`src/rtl/core/perimeter_matched_filter_detector_top_macros.svh`:
```
// Assertion macros for the perimeter matched filter detector.
// Expects clk and rst_n in the scope of each use.
`ifndef PERIMETER_MATCHED_FILTER_DETECTOR_TOP_MACROS_SVH
`define PERIMETER_MATCHED_FILTER_DETECTOR_TOP_MACROS_SVH

// The consequent must hold in the same cycle as the antecedent.
`define PMFD_ASSERT_NOW(label, ante, cons, msg) \
  label: assert property (@(posedge clk) disable iff (!rst_n) (ante) |-> (cons)) \
    else $error(msg);

// The consequent must hold in the cycle after the antecedent.
`define PMFD_ASSERT_NEXT(label, ante, cons, msg) \
  label: assert property (@(posedge clk) disable iff (!rst_n) (ante) |=> (cons)) \
    else $error(msg);

`endif

```
`src/rtl/core/pmfd_pkg.sv`:
```
// Shared types, constants and code tables of the perimeter matched filter detector.
// No dependencies.
package pmfd_pkg;

  localparam int TAPS_DEF        = 24;
  localparam int CAPTURE_MAX_DEF = 255;
  localparam int CHANNELS_DEF    = 2;

  localparam int SAMPLE_W = 8;
  localparam int MAG_W    = 13;
  localparam int QUAL_W   = 16;
  localparam int SMAG_W   = 12;
  localparam int ACC_W    = 28;
  localparam int MS_W     = 17;
  localparam int SIDE_W   = 3;
  localparam int THR_W    = 12;
  localparam int TOMS_W   = 16;
  localparam int ALPHA_W  = 10;
  localparam int SUM_W_DEF = 14;

  localparam int CFG_IDX_W  = 2;
  localparam int CFG_DATA_W = 16;

  localparam int CODE_LEN   = 24;
  localparam int CODE_IDX_W = 5;

  // Divider: numerator below 2^14, shifted left by the 8 fraction bits.
  localparam int NUM_W      = 14;
  localparam int DVD_W      = NUM_W + 8;
  localparam int DIV_CNT_W  = $clog2(DVD_W + 1);

  localparam logic [CFG_IDX_W-1:0] CFG_USE_DIFF = 2'd0;
  localparam logic [CFG_IDX_W-1:0] CFG_SWAP     = 2'd1;
  localparam logic [CFG_IDX_W-1:0] CFG_TO_THR   = 2'd2;
  localparam logic [CFG_IDX_W-1:0] CFG_TO_MS    = 2'd3;

  localparam logic CMD_SAMPLE = 1'b0;
  localparam logic CMD_TICK   = 1'b1;

  localparam logic signed [MAG_W-1:0]  MAG_MAX  = 13'sd4095;
  localparam logic signed [MAG_W-1:0]  MAG_MIN  = -13'sd4096;
  localparam logic signed [SIDE_W-1:0] SIDE_MAX = 3'sd3;
  localparam logic signed [SIDE_W-1:0] SIDE_MIN = -3'sd3;
  localparam logic [ALPHA_W-1:0]       ALPHA_Q16 = 10'd655;
  localparam logic [ACC_W-1:0]         ACC_MAX  = {ACC_W{1'b1}};
  localparam logic [MS_W-1:0]          MS_MAX   = {MS_W{1'b1}};
  localparam logic [QUAL_W-1:0]        QUAL_MAX = {QUAL_W{1'b1}};

  localparam logic [THR_W-1:0]  TO_THR_RST = 12'd300;
  localparam logic [TOMS_W-1:0] TO_MS_RST  = 16'd8000;

  typedef logic signed [1:0] coef_t;

  localparam coef_t CODE_NORM [CODE_LEN] = '{
    2'sb01, 2'sb01, 2'sb11, 2'sb11, 2'sb01, 2'sb11, 2'sb01, 2'sb11,
    2'sb11, 2'sb01, 2'sb11, 2'sb01, 2'sb01, 2'sb11, 2'sb11, 2'sb01,
    2'sb11, 2'sb11, 2'sb01, 2'sb11, 2'sb11, 2'sb01, 2'sb01, 2'sb11};

  localparam coef_t CODE_DIFF [CODE_LEN] = '{
    2'sb01, 2'sb00, 2'sb11, 2'sb00, 2'sb01, 2'sb11, 2'sb01, 2'sb11,
    2'sb00, 2'sb01, 2'sb11, 2'sb01, 2'sb00, 2'sb11, 2'sb00, 2'sb01,
    2'sb11, 2'sb00, 2'sb01, 2'sb11, 2'sb00, 2'sb01, 2'sb00, 2'sb11};

  typedef enum logic [1:0] {
    ST_IDLE,
    ST_PREP,
    ST_DIV
  } pmfd_state_t;

  function automatic coef_t code_coef(input logic use_diff, input logic [CODE_IDX_W-1:0] idx);
    code_coef = use_diff ? CODE_DIFF[idx] : CODE_NORM[idx];
  endfunction

endpackage

```
`src/rtl/core/pmfd_if.sv`:
```
// Handshake interfaces for the sample input and result output channels.
// Depends on pmfd_pkg.
interface pmfd_in_if import pmfd_pkg::*; ();
  logic                       valid;
  logic                       ready;
  logic                       command;
  logic                       channel;
  logic signed [SAMPLE_W-1:0] sample;
  logic                       last;

  modport source (output valid, command, channel, sample, last, input ready);
  modport sink (input valid, command, channel, sample, last, output ready);
endinterface

interface pmfd_out_if import pmfd_pkg::*; ();
  logic                    valid;
  logic                    ready;
  logic                    out_channel;
  logic signed [MAG_W-1:0] magnitude;
  logic [QUAL_W-1:0]       quality;
  logic [SMAG_W-1:0]       smooth_magnitude;
  logic                    inside_res;
  logic                    timed_out;

  modport source (output valid, out_channel, magnitude, quality, smooth_magnitude,
                  inside_res, timed_out, input ready);
  modport sink (input valid, out_channel, magnitude, quality, smooth_magnitude,
                inside_res, timed_out, output ready);
endinterface

```
`src/rtl/core/pmfd_cell.sv`:
```
// One tap of the transposed correlator chain: adds its code term to the
// partial sum handed over by its neighbor. Depends on pmfd_pkg.
module pmfd_cell import pmfd_pkg::*; #(
  parameter int SUM_W = SUM_W_DEF
) (
  input  logic                       clk,
  input  logic                       rst_n,
  input  logic                       shift_en,
  input  logic                       clear,
  input  logic signed [SAMPLE_W-1:0] x,
  input  coef_t                      coef,
  input  logic signed [SUM_W-1:0]    p_in,
  output logic signed [SUM_W-1:0]    p_out
);

  logic signed [SUM_W-1:0] p_r;
  logic signed [SUM_W-1:0] p_nxt;
  logic signed [SUM_W-1:0] term;

  always_comb begin
    case (coef)
      2'sb01:  term = SUM_W'(x);
      2'sb11:  term = -SUM_W'(x);
      default: term = '0;
    endcase
    p_nxt = p_in + term;
  end

  always_ff @(posedge clk) begin
    if (!rst_n || clear) begin
      p_r <= '0;
    end else if (shift_en) begin
      p_r <= p_nxt;
    end
  end

  assign p_out = p_r;

endmodule

```
`src/rtl/core/pmfd_div.sv`:
```
// Restoring divider, one quotient bit per cycle, for the Q8.8 peak ratio.
// Saturates on overflow and on a zero divisor. Depends on pmfd_pkg.
module pmfd_div import pmfd_pkg::*; (
  input  logic              clk,
  input  logic              rst_n,
  input  logic              start,
  input  logic [NUM_W-1:0]  num,
  input  logic [NUM_W-1:0]  den,
  output logic              done,
  output logic [QUAL_W-1:0] quot
);

  logic [DVD_W-1:0]     quo_r;
  logic [NUM_W-1:0]     rem_r;
  logic [NUM_W-1:0]     den_r;
  logic [DIV_CNT_W-1:0] cnt_r;
  logic                 busy_r;
  logic                 done_r;
  logic [NUM_W:0]       rem_sh;
  logic [NUM_W:0]       rem_sub;
  logic                 q_bit;

  always_comb begin
    rem_sh  = {rem_r, quo_r[DVD_W-1]};
    q_bit   = (rem_sh >= {1'b0, den_r});
    rem_sub = rem_sh - {1'b0, den_r};
  end

  always_ff @(posedge clk) begin
    if (!rst_n) begin
      busy_r <= 1'b0;
      done_r <= 1'b0;
    end else if (start) begin
      busy_r <= 1'b1;
      done_r <= 1'b0;
    end else if (busy_r && cnt_r == DIV_CNT_W'(1)) begin
      busy_r <= 1'b0;
      done_r <= 1'b1;
    end
  end

  always_ff @(posedge clk) begin
    if (start) begin
      quo_r <= {num, 8'd0};
      rem_r <= '0;
      den_r <= den;
      cnt_r <= DIV_CNT_W'(DVD_W);
    end else if (busy_r) begin
      quo_r <= {quo_r[DVD_W-2:0], q_bit};
      rem_r <= q_bit ? rem_sub[NUM_W-1:0] : rem_sh[NUM_W-1:0];
      cnt_r <= cnt_r - DIV_CNT_W'(1);
    end
  end

  assign done = done_r;
  assign quot = (den_r == '0 || |quo_r[DVD_W-1:QUAL_W]) ? QUAL_MAX : quo_r[QUAL_W-1:0];

endmodule

```
`src/rtl/core/perimeter_matched_filter_detector_top.sv`:
```
// Perimeter matched filter detector. Sample and tick items are taken one per
// cycle; a sample with the last flag set ends the capture and keeps the input
// closed while the divider operands are latched and the 22-step ratio divider
// runs; the result is written once the ratio is ready. The input stays
// closed longer while an earlier result still waits in the output register.
// Correlation runs in two chains of TAPS cells holding partial window sums, one
// chain per code, so the code selected when a window is formed covers all taps.
// Depends on pmfd_pkg, pmfd_if, pmfd_cell, pmfd_div and the macro header.
`include "perimeter_matched_filter_detector_top_macros.svh"

module perimeter_matched_filter_detector_top import pmfd_pkg::*; #(
  parameter int TAPS        = TAPS_DEF,
  parameter int CAPTURE_MAX = CAPTURE_MAX_DEF,
  parameter int CHANNELS    = CHANNELS_DEF
) (
  input  logic                  clk,
  input  logic                  rst_n,
  pmfd_in_if.sink               in_ch,
  pmfd_out_if.source            out_ch,
  input  logic                  cfg_we,
  input  logic [CFG_IDX_W-1:0]  cfg_index,
  input  logic [CFG_DATA_W-1:0] cfg_wdata
);

  localparam int SUM_W  = (9 + $clog2(TAPS) > MAG_W) ? 9 + $clog2(TAPS) : MAG_W;
  localparam int SEEN_W = $clog2(CAPTURE_MAX + 1);
  localparam int CH_W   = (CHANNELS > 1) ? $clog2(CHANNELS) : 1;
  localparam int PA_W   = ACC_W + ALPHA_W;
  localparam int PM_W   = MAG_W + ALPHA_W;

  logic              use_diff_r;
  logic              swap_r;
  logic [THR_W-1:0]  to_thr_r;
  logic [TOMS_W-1:0] to_ms_r;

  pmfd_state_t state_r, state_nxt;
  logic        in_ready;
  logic        div_start;
  logic        finish;

  logic in_fire, smp_fire, tick_fire, shift_en, cap_end;

  logic signed [SUM_W-1:0] psum_n [TAPS+1];
  logic signed [SUM_W-1:0] psum_d [TAPS+1];
  logic signed [SUM_W-1:0] win;
  logic signed [MAG_W-1:0] win_clamp;
  logic [SEEN_W-1:0]       seen_r;
  logic                    win_ok;

  logic signed [MAG_W-1:0] peak_high_r, peak_low_r;

  logic [CH_W-1:0]         ch_in, ch_r;
  logic                    chan_field_r;

  logic signed [NUM_W-1:0] ph_x, nl_x, mag_x, neg_x;
  logic                    dom_high;
  logic [NUM_W-1:0]        div_num, div_den;
  logic signed [MAG_W-1:0] mag_fin;
  logic signed [MAG_W-1:0] mag_r;
  logic [MAG_W-1:0]        amag_r;

  logic                    div_done;
  logic [QUAL_W-1:0]       div_quot;

  logic [ACC_W-1:0]         acc_r  [CHANNELS];
  logic signed [SIDE_W-1:0] side_r [CHANNELS];
  logic [MS_W-1:0]          ms_r   [CHANNELS];

  logic [PA_W-1:0]          prod_a_r;
  logic [PM_W-1:0]          prod_m_r;
  logic [ACC_W-1:0]         acc_sel;
  logic [ACC_W+1:0]         acc_sum;
  logic [ACC_W-1:0]         acc_new;
  logic [SMAG_W-1:0]        smag;
  logic signed [SIDE_W-1:0] side_sel, side_nxt;
  logic [MS_W-1:0]          ms_new;
  logic                     mag_pos;

  logic                    out_valid_r;
  logic                    out_channel_r;
  logic signed [MAG_W-1:0] out_mag_r;
  logic [QUAL_W-1:0]       out_qual_r;
  logic [SMAG_W-1:0]       out_smag_r;
  logic                    out_inside_r;
  logic                    out_to_r;

  // Configuration registers.
  always_ff @(posedge clk) begin
    if (!rst_n) begin
      use_diff_r <= 1'b0;
      swap_r     <= 1'b0;
      to_thr_r   <= TO_THR_RST;
      to_ms_r    <= TO_MS_RST;
    end else if (cfg_we) begin
      case (cfg_index)
        CFG_USE_DIFF: use_diff_r <= cfg_wdata[0];
        CFG_SWAP:     swap_r     <= cfg_wdata[0];
        CFG_TO_THR:   to_thr_r   <= cfg_wdata[THR_W-1:0];
        CFG_TO_MS:    to_ms_r    <= cfg_wdata[TOMS_W-1:0];
        default:      ;
      endcase
    end
  end

  // Control state machine.
  always_ff @(posedge clk) begin
    if (!rst_n) begin
      state_r <= ST_IDLE;
    end else begin
      state_r <= state_nxt;
    end
  end

  always_comb begin
    state_nxt = state_r;
    in_ready  = 1'b0;
    div_start = 1'b0;
    finish    = 1'b0;
    case (state_r)
      ST_IDLE: begin
        in_ready = 1'b1;
        if (in_ch.valid && in_ch.command == CMD_SAMPLE && in_ch.last) begin
          state_nxt = ST_PREP;
        end
      end
      ST_PREP: begin
        div_start = 1'b1;
        state_nxt = ST_DIV;
      end
      ST_DIV: begin
        if (div_done && (!out_valid_r || out_ch.ready)) begin
          finish    = 1'b1;
          state_nxt = ST_IDLE;
        end
      end
      default: state_nxt = ST_IDLE;
    endcase
  end

  assign in_ch.ready = in_ready;
  assign in_fire     = in_ch.valid && in_ready;
  assign smp_fire    = in_fire && in_ch.command == CMD_SAMPLE;
  assign tick_fire   = in_fire && in_ch.command == CMD_TICK;
  assign shift_en    = smp_fire && !in_ch.last;
  assign cap_end     = smp_fire && in_ch.last;

  // Correlator chains, one per code; cell 0 of each holds its full window sum.
  assign psum_n[TAPS] = '0;
  assign psum_d[TAPS] = '0;

  for (genvar j = 0; j < TAPS; j++) begin : g_cell
    localparam int CI = (TAPS - 1 - j) % CODE_LEN;
    pmfd_cell #(.SUM_W(SUM_W)) u_cell_n (
      .clk      (clk),
      .rst_n    (rst_n),
      .shift_en (shift_en),
      .clear    (cap_end),
      .x        (in_ch.sample),
      .coef     (code_coef(1'b0, CODE_IDX_W'(CI))),
      .p_in     (psum_n[j+1]),
      .p_out    (psum_n[j])
    );
    pmfd_cell #(.SUM_W(SUM_W)) u_cell_d (
      .clk      (clk),
      .rst_n    (rst_n),
      .shift_en (shift_en),
      .clear    (cap_end),
      .x        (in_ch.sample),
      .coef     (code_coef(1'b1, CODE_IDX_W'(CI))),
      .p_in     (psum_d[j+1]),
      .p_out    (psum_d[j])
    );
  end

  assign win    = use_diff_r ? psum_d[0] : psum_n[0];
  assign win_ok = (int'(seen_r) >= TAPS);

  always_comb begin
    if (win > SUM_W'(MAG_MAX)) begin
      win_clamp = MAG_MAX;
    end else if (win < SUM_W'(MAG_MIN)) begin
      win_clamp = MAG_MIN;
    end else begin
      win_clamp = win[MAG_W-1:0];
    end
  end

  always_ff @(posedge clk) begin
    if (!rst_n) begin
      seen_r      <= '0;
      peak_high_r <= '0;
      peak_low_r  <= '0;
    end else begin
      if (cap_end) begin
        seen_r <= '0;
      end else if (shift_en && int'(seen_r) < CAPTURE_MAX) begin
        seen_r <= seen_r + SEEN_W'(1);
      end
      if (finish) begin
        peak_high_r <= '0;
        peak_low_r  <= '0;
      end else if (smp_fire && win_ok) begin
        if (win > SUM_W'(peak_high_r)) begin
          peak_high_r <= win_clamp;
        end
        if (win < SUM_W'(peak_low_r)) begin
          peak_low_r <= win_clamp;
        end
      end
    end
  end

  always_comb begin
    if (int'(in_ch.channel) < CHANNELS) begin
      ch_in = CH_W'(in_ch.channel);
    end else begin
      ch_in = CH_W'(CHANNELS - 1);
    end
  end

  always_ff @(posedge clk) begin
    if (cap_end) begin
      ch_r         <= ch_in;
      chan_field_r <= in_ch.channel;
    end
  end

  // Dominant peak and divider operands, taken once the peaks are final.
  always_comb begin
    ph_x     = NUM_W'(peak_high_r);
    nl_x     = -NUM_W'(peak_low_r);
    dom_high = (ph_x > nl_x);
    div_num  = dom_high ? ph_x : nl_x;
    div_den  = dom_high ? nl_x : ph_x;
    mag_x    = dom_high ? NUM_W'(peak_high_r) : NUM_W'(peak_low_r);
    neg_x    = -mag_x;
    if (!swap_r) begin
      mag_fin = mag_x[MAG_W-1:0];
    end else if (neg_x > NUM_W'(MAG_MAX)) begin
      mag_fin = MAG_MAX;
    end else begin
      mag_fin = neg_x[MAG_W-1:0];
    end
  end

  always_ff @(posedge clk) begin
    if (div_start) begin
      mag_r  <= mag_fin;
      amag_r <= mag_fin[MAG_W-1] ? MAG_W'(-NUM_W'(mag_fin)) : mag_fin;
    end
  end

  pmfd_div u_div (
    .clk   (clk),
    .rst_n (rst_n),
    .start (div_start),
    .num   (div_num),
    .den   (div_den),
    .done  (div_done),
    .quot  (div_quot)
  );

  // Smoothing products, settled long before the divider finishes.
  assign acc_sel  = acc_r[ch_r];
  assign side_sel = side_r[ch_r];

  always_ff @(posedge clk) begin
    prod_a_r <= PA_W'(acc_sel) * PA_W'(ALPHA_Q16);
    prod_m_r <= PM_W'(amag_r) * PM_W'(ALPHA_Q16);
  end

  always_comb begin
    acc_sum = (ACC_W+2)'(acc_sel) - (ACC_W+2)'(prod_a_r[PA_W-1:16])
            + (ACC_W+2)'(prod_m_r);
    acc_new = (|acc_sum[ACC_W+1:ACC_W]) ? ACC_MAX : acc_sum[ACC_W-1:0];
    smag    = acc_new[ACC_W-1:16];
    mag_pos = !mag_r[MAG_W-1] && (mag_r != '0);
    if (mag_pos) begin
      side_nxt = (side_sel < SIDE_MAX) ? side_sel + SIDE_W'(1) : side_sel;
    end else begin
      side_nxt = (side_sel > SIDE_MIN) ? side_sel - SIDE_W'(1) : side_sel;
    end
    ms_new = side_nxt[SIDE_W-1] ? '0 : ms_r[ch_r];
  end

  always_ff @(posedge clk) begin
    if (!rst_n) begin
      for (int k = 0; k < CHANNELS; k++) begin
        acc_r[k]  <= '0;
        side_r[k] <= '0;
        ms_r[k]   <= '0;
      end
    end else begin
      for (int k = 0; k < CHANNELS; k++) begin
        if (tick_fire) begin
          if (ms_r[k] != MS_MAX) begin
            ms_r[k] <= ms_r[k] + MS_W'(1);
          end
        end else if (finish && ch_r == CH_W'(k)) begin
          acc_r[k]  <= acc_new;
          side_r[k] <= side_nxt;
          ms_r[k]   <= ms_new;
        end
      end
    end
  end

  // Output register.
  always_ff @(posedge clk) begin
    if (!rst_n) begin
      out_valid_r <= 1'b0;
    end else if (finish) begin
      out_valid_r <= 1'b1;
    end else if (out_ch.ready) begin
      out_valid_r <= 1'b0;
    end
  end

  always_ff @(posedge clk) begin
    if (finish) begin
      out_channel_r <= chan_field_r;
      out_mag_r     <= mag_r;
      out_qual_r    <= div_quot;
      out_smag_r    <= smag;
      out_inside_r  <= side_nxt[SIDE_W-1];
      out_to_r      <= (smag < to_thr_r) || (ms_new > {1'b0, to_ms_r});
    end
  end

  assign out_ch.valid            = out_valid_r;
  assign out_ch.out_channel      = out_channel_r;
  assign out_ch.magnitude        = out_mag_r;
  assign out_ch.quality          = out_qual_r;
  assign out_ch.smooth_magnitude = out_smag_r;
  assign out_ch.inside_res       = out_inside_r;
  assign out_ch.timed_out        = out_to_r;

  `PMFD_ASSERT_NOW(a_busy_blocks_input, state_r != ST_IDLE, !in_ch.ready, "Input transfer during capture evaluation.")
  `PMFD_ASSERT_NOW(a_peak_signs, 1'b1, !peak_high_r[MAG_W-1] && (peak_low_r[MAG_W-1] || peak_low_r == '0), "Peak registers hold the wrong sign.")
  `PMFD_ASSERT_NOW(a_finish_after_div, finish, div_done, "Result formed before the ratio is ready.")
  `PMFD_ASSERT_NEXT(a_finish_loads_out, finish, out_valid_r && state_r == ST_IDLE && peak_high_r == '0, "Capture end did not load the result.")

endmodule
```
`src/flat_wrapper.sv`:
```
// flat-port wrapper written by rule: the top's interface ports become plain ports
module perimeter_matched_filter_detector_top_flat import pmfd_pkg::*;
#(
  parameter int TAPS        = TAPS_DEF,
  parameter int CAPTURE_MAX = CAPTURE_MAX_DEF,
  parameter int CHANNELS    = CHANNELS_DEF
)
  (clk, rst_n, cfg_we, cfg_index, cfg_wdata, in_ch_valid, in_ch_command, in_ch_channel, in_ch_sample, in_ch_last, in_ch_ready, out_ch_valid, out_ch_out_channel, out_ch_magnitude, out_ch_quality, out_ch_smooth_magnitude, out_ch_inside_res, out_ch_timed_out, out_ch_ready);
  pmfd_in_if in_ch_i ();
  pmfd_out_if out_ch_i ();
  input  logic clk;
  input  logic rst_n;
  input  logic cfg_we;
  input  logic [CFG_IDX_W-1:0] cfg_index;
  input  logic [CFG_DATA_W-1:0] cfg_wdata;
  input wire logic [$bits(in_ch_i.valid)-1:0] in_ch_valid;
  input wire logic [$bits(in_ch_i.command)-1:0] in_ch_command;
  input wire logic [$bits(in_ch_i.channel)-1:0] in_ch_channel;
  input wire logic [$bits(in_ch_i.sample)-1:0] in_ch_sample;
  input wire logic [$bits(in_ch_i.last)-1:0] in_ch_last;
  output wire logic [$bits(in_ch_i.ready)-1:0] in_ch_ready;
  output wire logic [$bits(out_ch_i.valid)-1:0] out_ch_valid;
  output wire logic [$bits(out_ch_i.out_channel)-1:0] out_ch_out_channel;
  output wire logic [$bits(out_ch_i.magnitude)-1:0] out_ch_magnitude;
  output wire logic [$bits(out_ch_i.quality)-1:0] out_ch_quality;
  output wire logic [$bits(out_ch_i.smooth_magnitude)-1:0] out_ch_smooth_magnitude;
  output wire logic [$bits(out_ch_i.inside_res)-1:0] out_ch_inside_res;
  output wire logic [$bits(out_ch_i.timed_out)-1:0] out_ch_timed_out;
  input wire logic [$bits(out_ch_i.ready)-1:0] out_ch_ready;
  assign in_ch_i.valid = in_ch_valid;
  assign in_ch_i.command = in_ch_command;
  assign in_ch_i.channel = in_ch_channel;
  assign in_ch_i.sample = in_ch_sample;
  assign in_ch_i.last = in_ch_last;
  assign in_ch_ready = in_ch_i.ready;
  assign out_ch_valid = out_ch_i.valid;
  assign out_ch_out_channel = out_ch_i.out_channel;
  assign out_ch_magnitude = out_ch_i.magnitude;
  assign out_ch_quality = out_ch_i.quality;
  assign out_ch_smooth_magnitude = out_ch_i.smooth_magnitude;
  assign out_ch_inside_res = out_ch_i.inside_res;
  assign out_ch_timed_out = out_ch_i.timed_out;
  assign out_ch_i.ready = out_ch_ready;
  perimeter_matched_filter_detector_top #(.TAPS(TAPS), .CAPTURE_MAX(CAPTURE_MAX), .CHANNELS(CHANNELS)) u_core (.clk(clk), .rst_n(rst_n), .in_ch(in_ch_i), .out_ch(out_ch_i), .cfg_we(cfg_we), .cfg_index(cfg_index), .cfg_wdata(cfg_wdata));
endmodule
```
`config.mk`:
```
export PLATFORM = sky130hd
export DESIGN_NAME = perimeter_matched_filter_detector_top_flat
export DESIGN_NICKNAME = d
export VERILOG_FILES = /design/src/rtl/core/pmfd_pkg.sv /design/src/rtl/core/pmfd_if.sv /design/src/rtl/core/pmfd_cell.sv /design/src/rtl/core/pmfd_div.sv /design/src/rtl/core/perimeter_matched_filter_detector_top.sv /design/src/flat_wrapper.sv
export VERILOG_INCLUDE_DIRS = /design/src /design/src/rtl/core
export SDC_FILE = /design/constraint.sdc
export NUM_CORES = 2
export LEC_CHECK = 0
export BUFFER_PORTS_ARGS = -buffer_cell sky130_fd_sc_hd__buf_2
export CAP_MARGIN = 20
export CORE_ASPECT_RATIO = 0.6
export CORE_UTILIZATION = 30
export CTS_CLUSTER_SIZE = 24
export DETAILED_ROUTE_END_ITERATION = 12
export SETUP_SLACK_MARGIN = 0.5
export SYNTH_ARGS = -nofsm -noshare
export SYNTH_HDL_FRONTEND = slang
export SYNTH_SLANG_ARGS = --single-unit
```
`constraint.sdc`:
```
create_clock -name clk -period 8.1 [get_ports clk]
set_clock_uncertainty 0.2 [all_clocks]
set_input_delay 0.405 -clock clk [delete_from_list [all_inputs] [get_ports clk]]
set_output_delay 0.405 -clock clk [all_outputs]
set_load 0.01 [all_outputs]
```
==> reports/results.ini <==
[timing]
post-route-period-util_pct=88.4
setup_violations=0
min_period_ps=7160
final_max_slew_viol_count=0
final_hold_viol_count=0
slew_headroom_pct=20.9
fmax_mhz=140
tns_ps=0
worstMarginPinSlew_ps=1190
rsz0062_at_grt=yes

[global_route]
antenna_found_initial=7
grt_start_max_net_pins=241
groute.layer.met1.usage_pct=24.1
grt_use_total_pct=15.6
grt_util_met3_pct=2.06
grt_remaining_overflow=0
grt-busiest-layer=met1
grt_pass1_wl_um=290000
grt_pass1_vias=52000
globalRouteMet2Util_pct=22.7

[clock_network]
cts_sinks=977
cts_buffer_depth=3
cts-root-buf=clkbuf_16
cts_tree=done
htreeDepth=3
path_clk_slew_ps=70
clk_latency_ps=730
cts_buffers=97

[place]
globalplace.congestion=0.874
dp_hpwl_um=127000
placedCellCount=10400
io_buffers=79

[logic_synthesis]
ys_warn_count=0
synth_fp_nets=8685
synth_edf_count=194
ys_types=79
yosysSeqAreaShare_pct=31.6
synth-seq-cells=977
avgSynthCellArea_um2=8.92
ys.flop_type=dfxtp_1
syn_area_mm2=0.0679
ys_async_sr_fraction_pct=0
synth_cells=7613

[drt]
dr_total_vias=53800
wl_um=182000
drtIter0Drc=3658
drtAntennaViolNets=0
vias_per_cell=5.06
drtPass1Iterations=5
routedWlPerCell_um=17.1
drc=0

[floorplan]
rows=134
fp.dieW_um=616
fp.dieH_um=371
initial_core_util_pct=30.4
io_pins=80
design.core.area_mm2=0.224
die-area_mm2=0.228

[worst_hold_path]
whs_path_depth=4
hold_path.class=in -> reg
hold_path_startpoint=in_ch_sample[7]

[worst_setup_path]
rr_worst_depth=31
required_ps=8420
worstPathArrival_ps=7490
critPathKind=reg -> reg
cpLargestDelayFamily=compound AO/OA/AOI/OAI gates
end_kind=flop
slowest_delay_ps=460
critPathBufInv=2
start_kind=flop
cp.depth=31
path_max_fanout=14
slowest_stage=dfxtp_2

[cells_and_area]
area_delta_synth_final_pct=11.2
instances_no_fill=10600
fin_nets=8641
final_layout_size_suffix_gt1_share_pct=5.71

[power_and_ir_drop]
power_density_mw_per_mm2=215
irDropWorstVdd_v=0.000254
p_leak_nw=30.9

[run_status]
status=completed

[run]
max_cap_violations=0

## state kept, by name (all words and copies together) (netlist names), 14 cells and up, named ones only
name                          count
u_core.u_div.den_r               14
u_core.to_ms_r                   16
u_core.ms_r                      34
u_core.g_cell.u_cell_n.p_out    325
u_core.acc_r                     56
u_core.g_cell.u_cell_d.p_out    316
u_core.prod_a_r                  22
u_core.u_div.quo_r               22
u_core.u_div.rem_r               14
u_core.prod_m_r                  23
u_core.out_ch.quality            16
## cell usage in the layout (no fill, tap or decap), types with 95 or more instances in the layout
cell type	n
ha_1	865
nand2_1	810
dfxtp_1	782
a21oi_1	628
inv_1	448
xnor2_1	415
nor2_1	401
o21ai_0	292
a21boi_0	255
nor2b_1	217
edfxtp_1	194
nand3_1	193
nand3b_1	176
fa_1	172
nor3_1	129
a22oi_1	120
a21o_1	109
a211oi_1	104
clkbuf_16	101
o21bai_1	96
or3_1	95
## layer usage
| layer | share of wire [%] | up-vias | routed length [um] |
|---|---|---|---|
| met2 | 40 | 985 | 72400 |
| met4 | 1.7 | 2 | 3100 |
| li1 | - | 26800 | - |
| met3 | 4.5 | 200 | 8150 |
| met5 | 0.0071 | - | 13 |
| met1 | 54 | 25800 | 98400 |
## logic make-up (layout without fill, tap and decap cells)
family          count (synthesis)  in the layout  synth area share [%]
simple gates                 2264           2264                  16.2
compound gates               1927           1927                  18.2
fa+ha+maj                    1038           1038                  21.0
flops                         977            977                  31.6
buf+inv                       770            804                  4.28
xor+xnor                      509            509                  6.56
mux                           128            128                  2.04
other cells                     0              2                     0
## through the flow
stage	total power, mW	util (%)	hold WS (ps)	setup WS (ps)	instance area (um^2)
2_1_floorplan	9.55	-	227	565	68000
3_3_place_gp	11.1	32.0	236	693	71700
3_5_place_dp	11.1	32.0	236	646	71700
4_1_cts	16.2	33.7	74.6	626	75400
5_1_grt	17.2	33.8	101	438	75500
6_report	16.2	33.8	111	936	75500
## final timing paths
kind,end,slack [ps]
max reg2reg,u_core.out_ch.timed_out,940
max,u_core.out_ch.timed_out,940
min,u_core.g_cell[8].u_cell_d.p_out[13],110
min reg2reg,u_core.out_ch.magnitude[6],250
## worst reg2reg max path, delay by kind of cell, from the launching register on
kind	cells	cell delay [ps]
DFF	1	460
muxes	2	740
AOI/OAI and AO/OA	15	2880
and+or+nand+nor	8	1110
adders and majority gates	3	1000
buffers and inverters	2	420
xor gates and xnor gates	1	160
## synthesized netlist by cell type (104+ instances only)
library cell	count	share of area, %
a211oi_1	104	1.1
a21boi_0	255	2.8
a21o_1	109	1.2
a21oi_1	629	4.6
a22oi_1	120	1.3
clkbuf_1	289	1.6
dfxtp_1	783	23
edfxtp_1	194	8.6
fa_1	172	5.1
ha_1	866	16
inv_1	453	2.5
nand2_1	813	4.5
nand3_1	193	1.4
nand3b_1	176	1.9
nor2_1	408	2.3
nor2b_1	217	2.0
nor3_1	130	0.96
o21ai_0	293	2.2
xnor2_1	419	5.4
## power by group
| part | internal [mW] | leakage (nW) | switching, mW |
|---|---|---|---|
| registers | 5.28 | 8.25 | 0.189 |
| clock network | 2.90 | 1.73 | 2.15 |
| logic | 2.26 | 20.9 | 3.47 |
| total | 10.4 | 30.9 | 5.81 |
## cell type report
cell class                 instances  area (um^2)
antenna                            2         5.00
clock buffer                     137         2890
clock inverter                    40          646
fill                           22900       148000
inverter                         454         1700
multi-input combinational       5866        43800
sequential                       977        21500
tap                             2992         3740
timing repair buffer             173         1270
## timing repair
action | 4_1_cts | 5_1_grt
setup endpoints to repair | 0 | 5
resized for setup | 0 | 16
buffers inserted | 0 | 0
endpoints found under the hold margin | 61 | 0
hold buffers | 23 | 0
No activity file was read; power rests on OpenSTA's default activity.
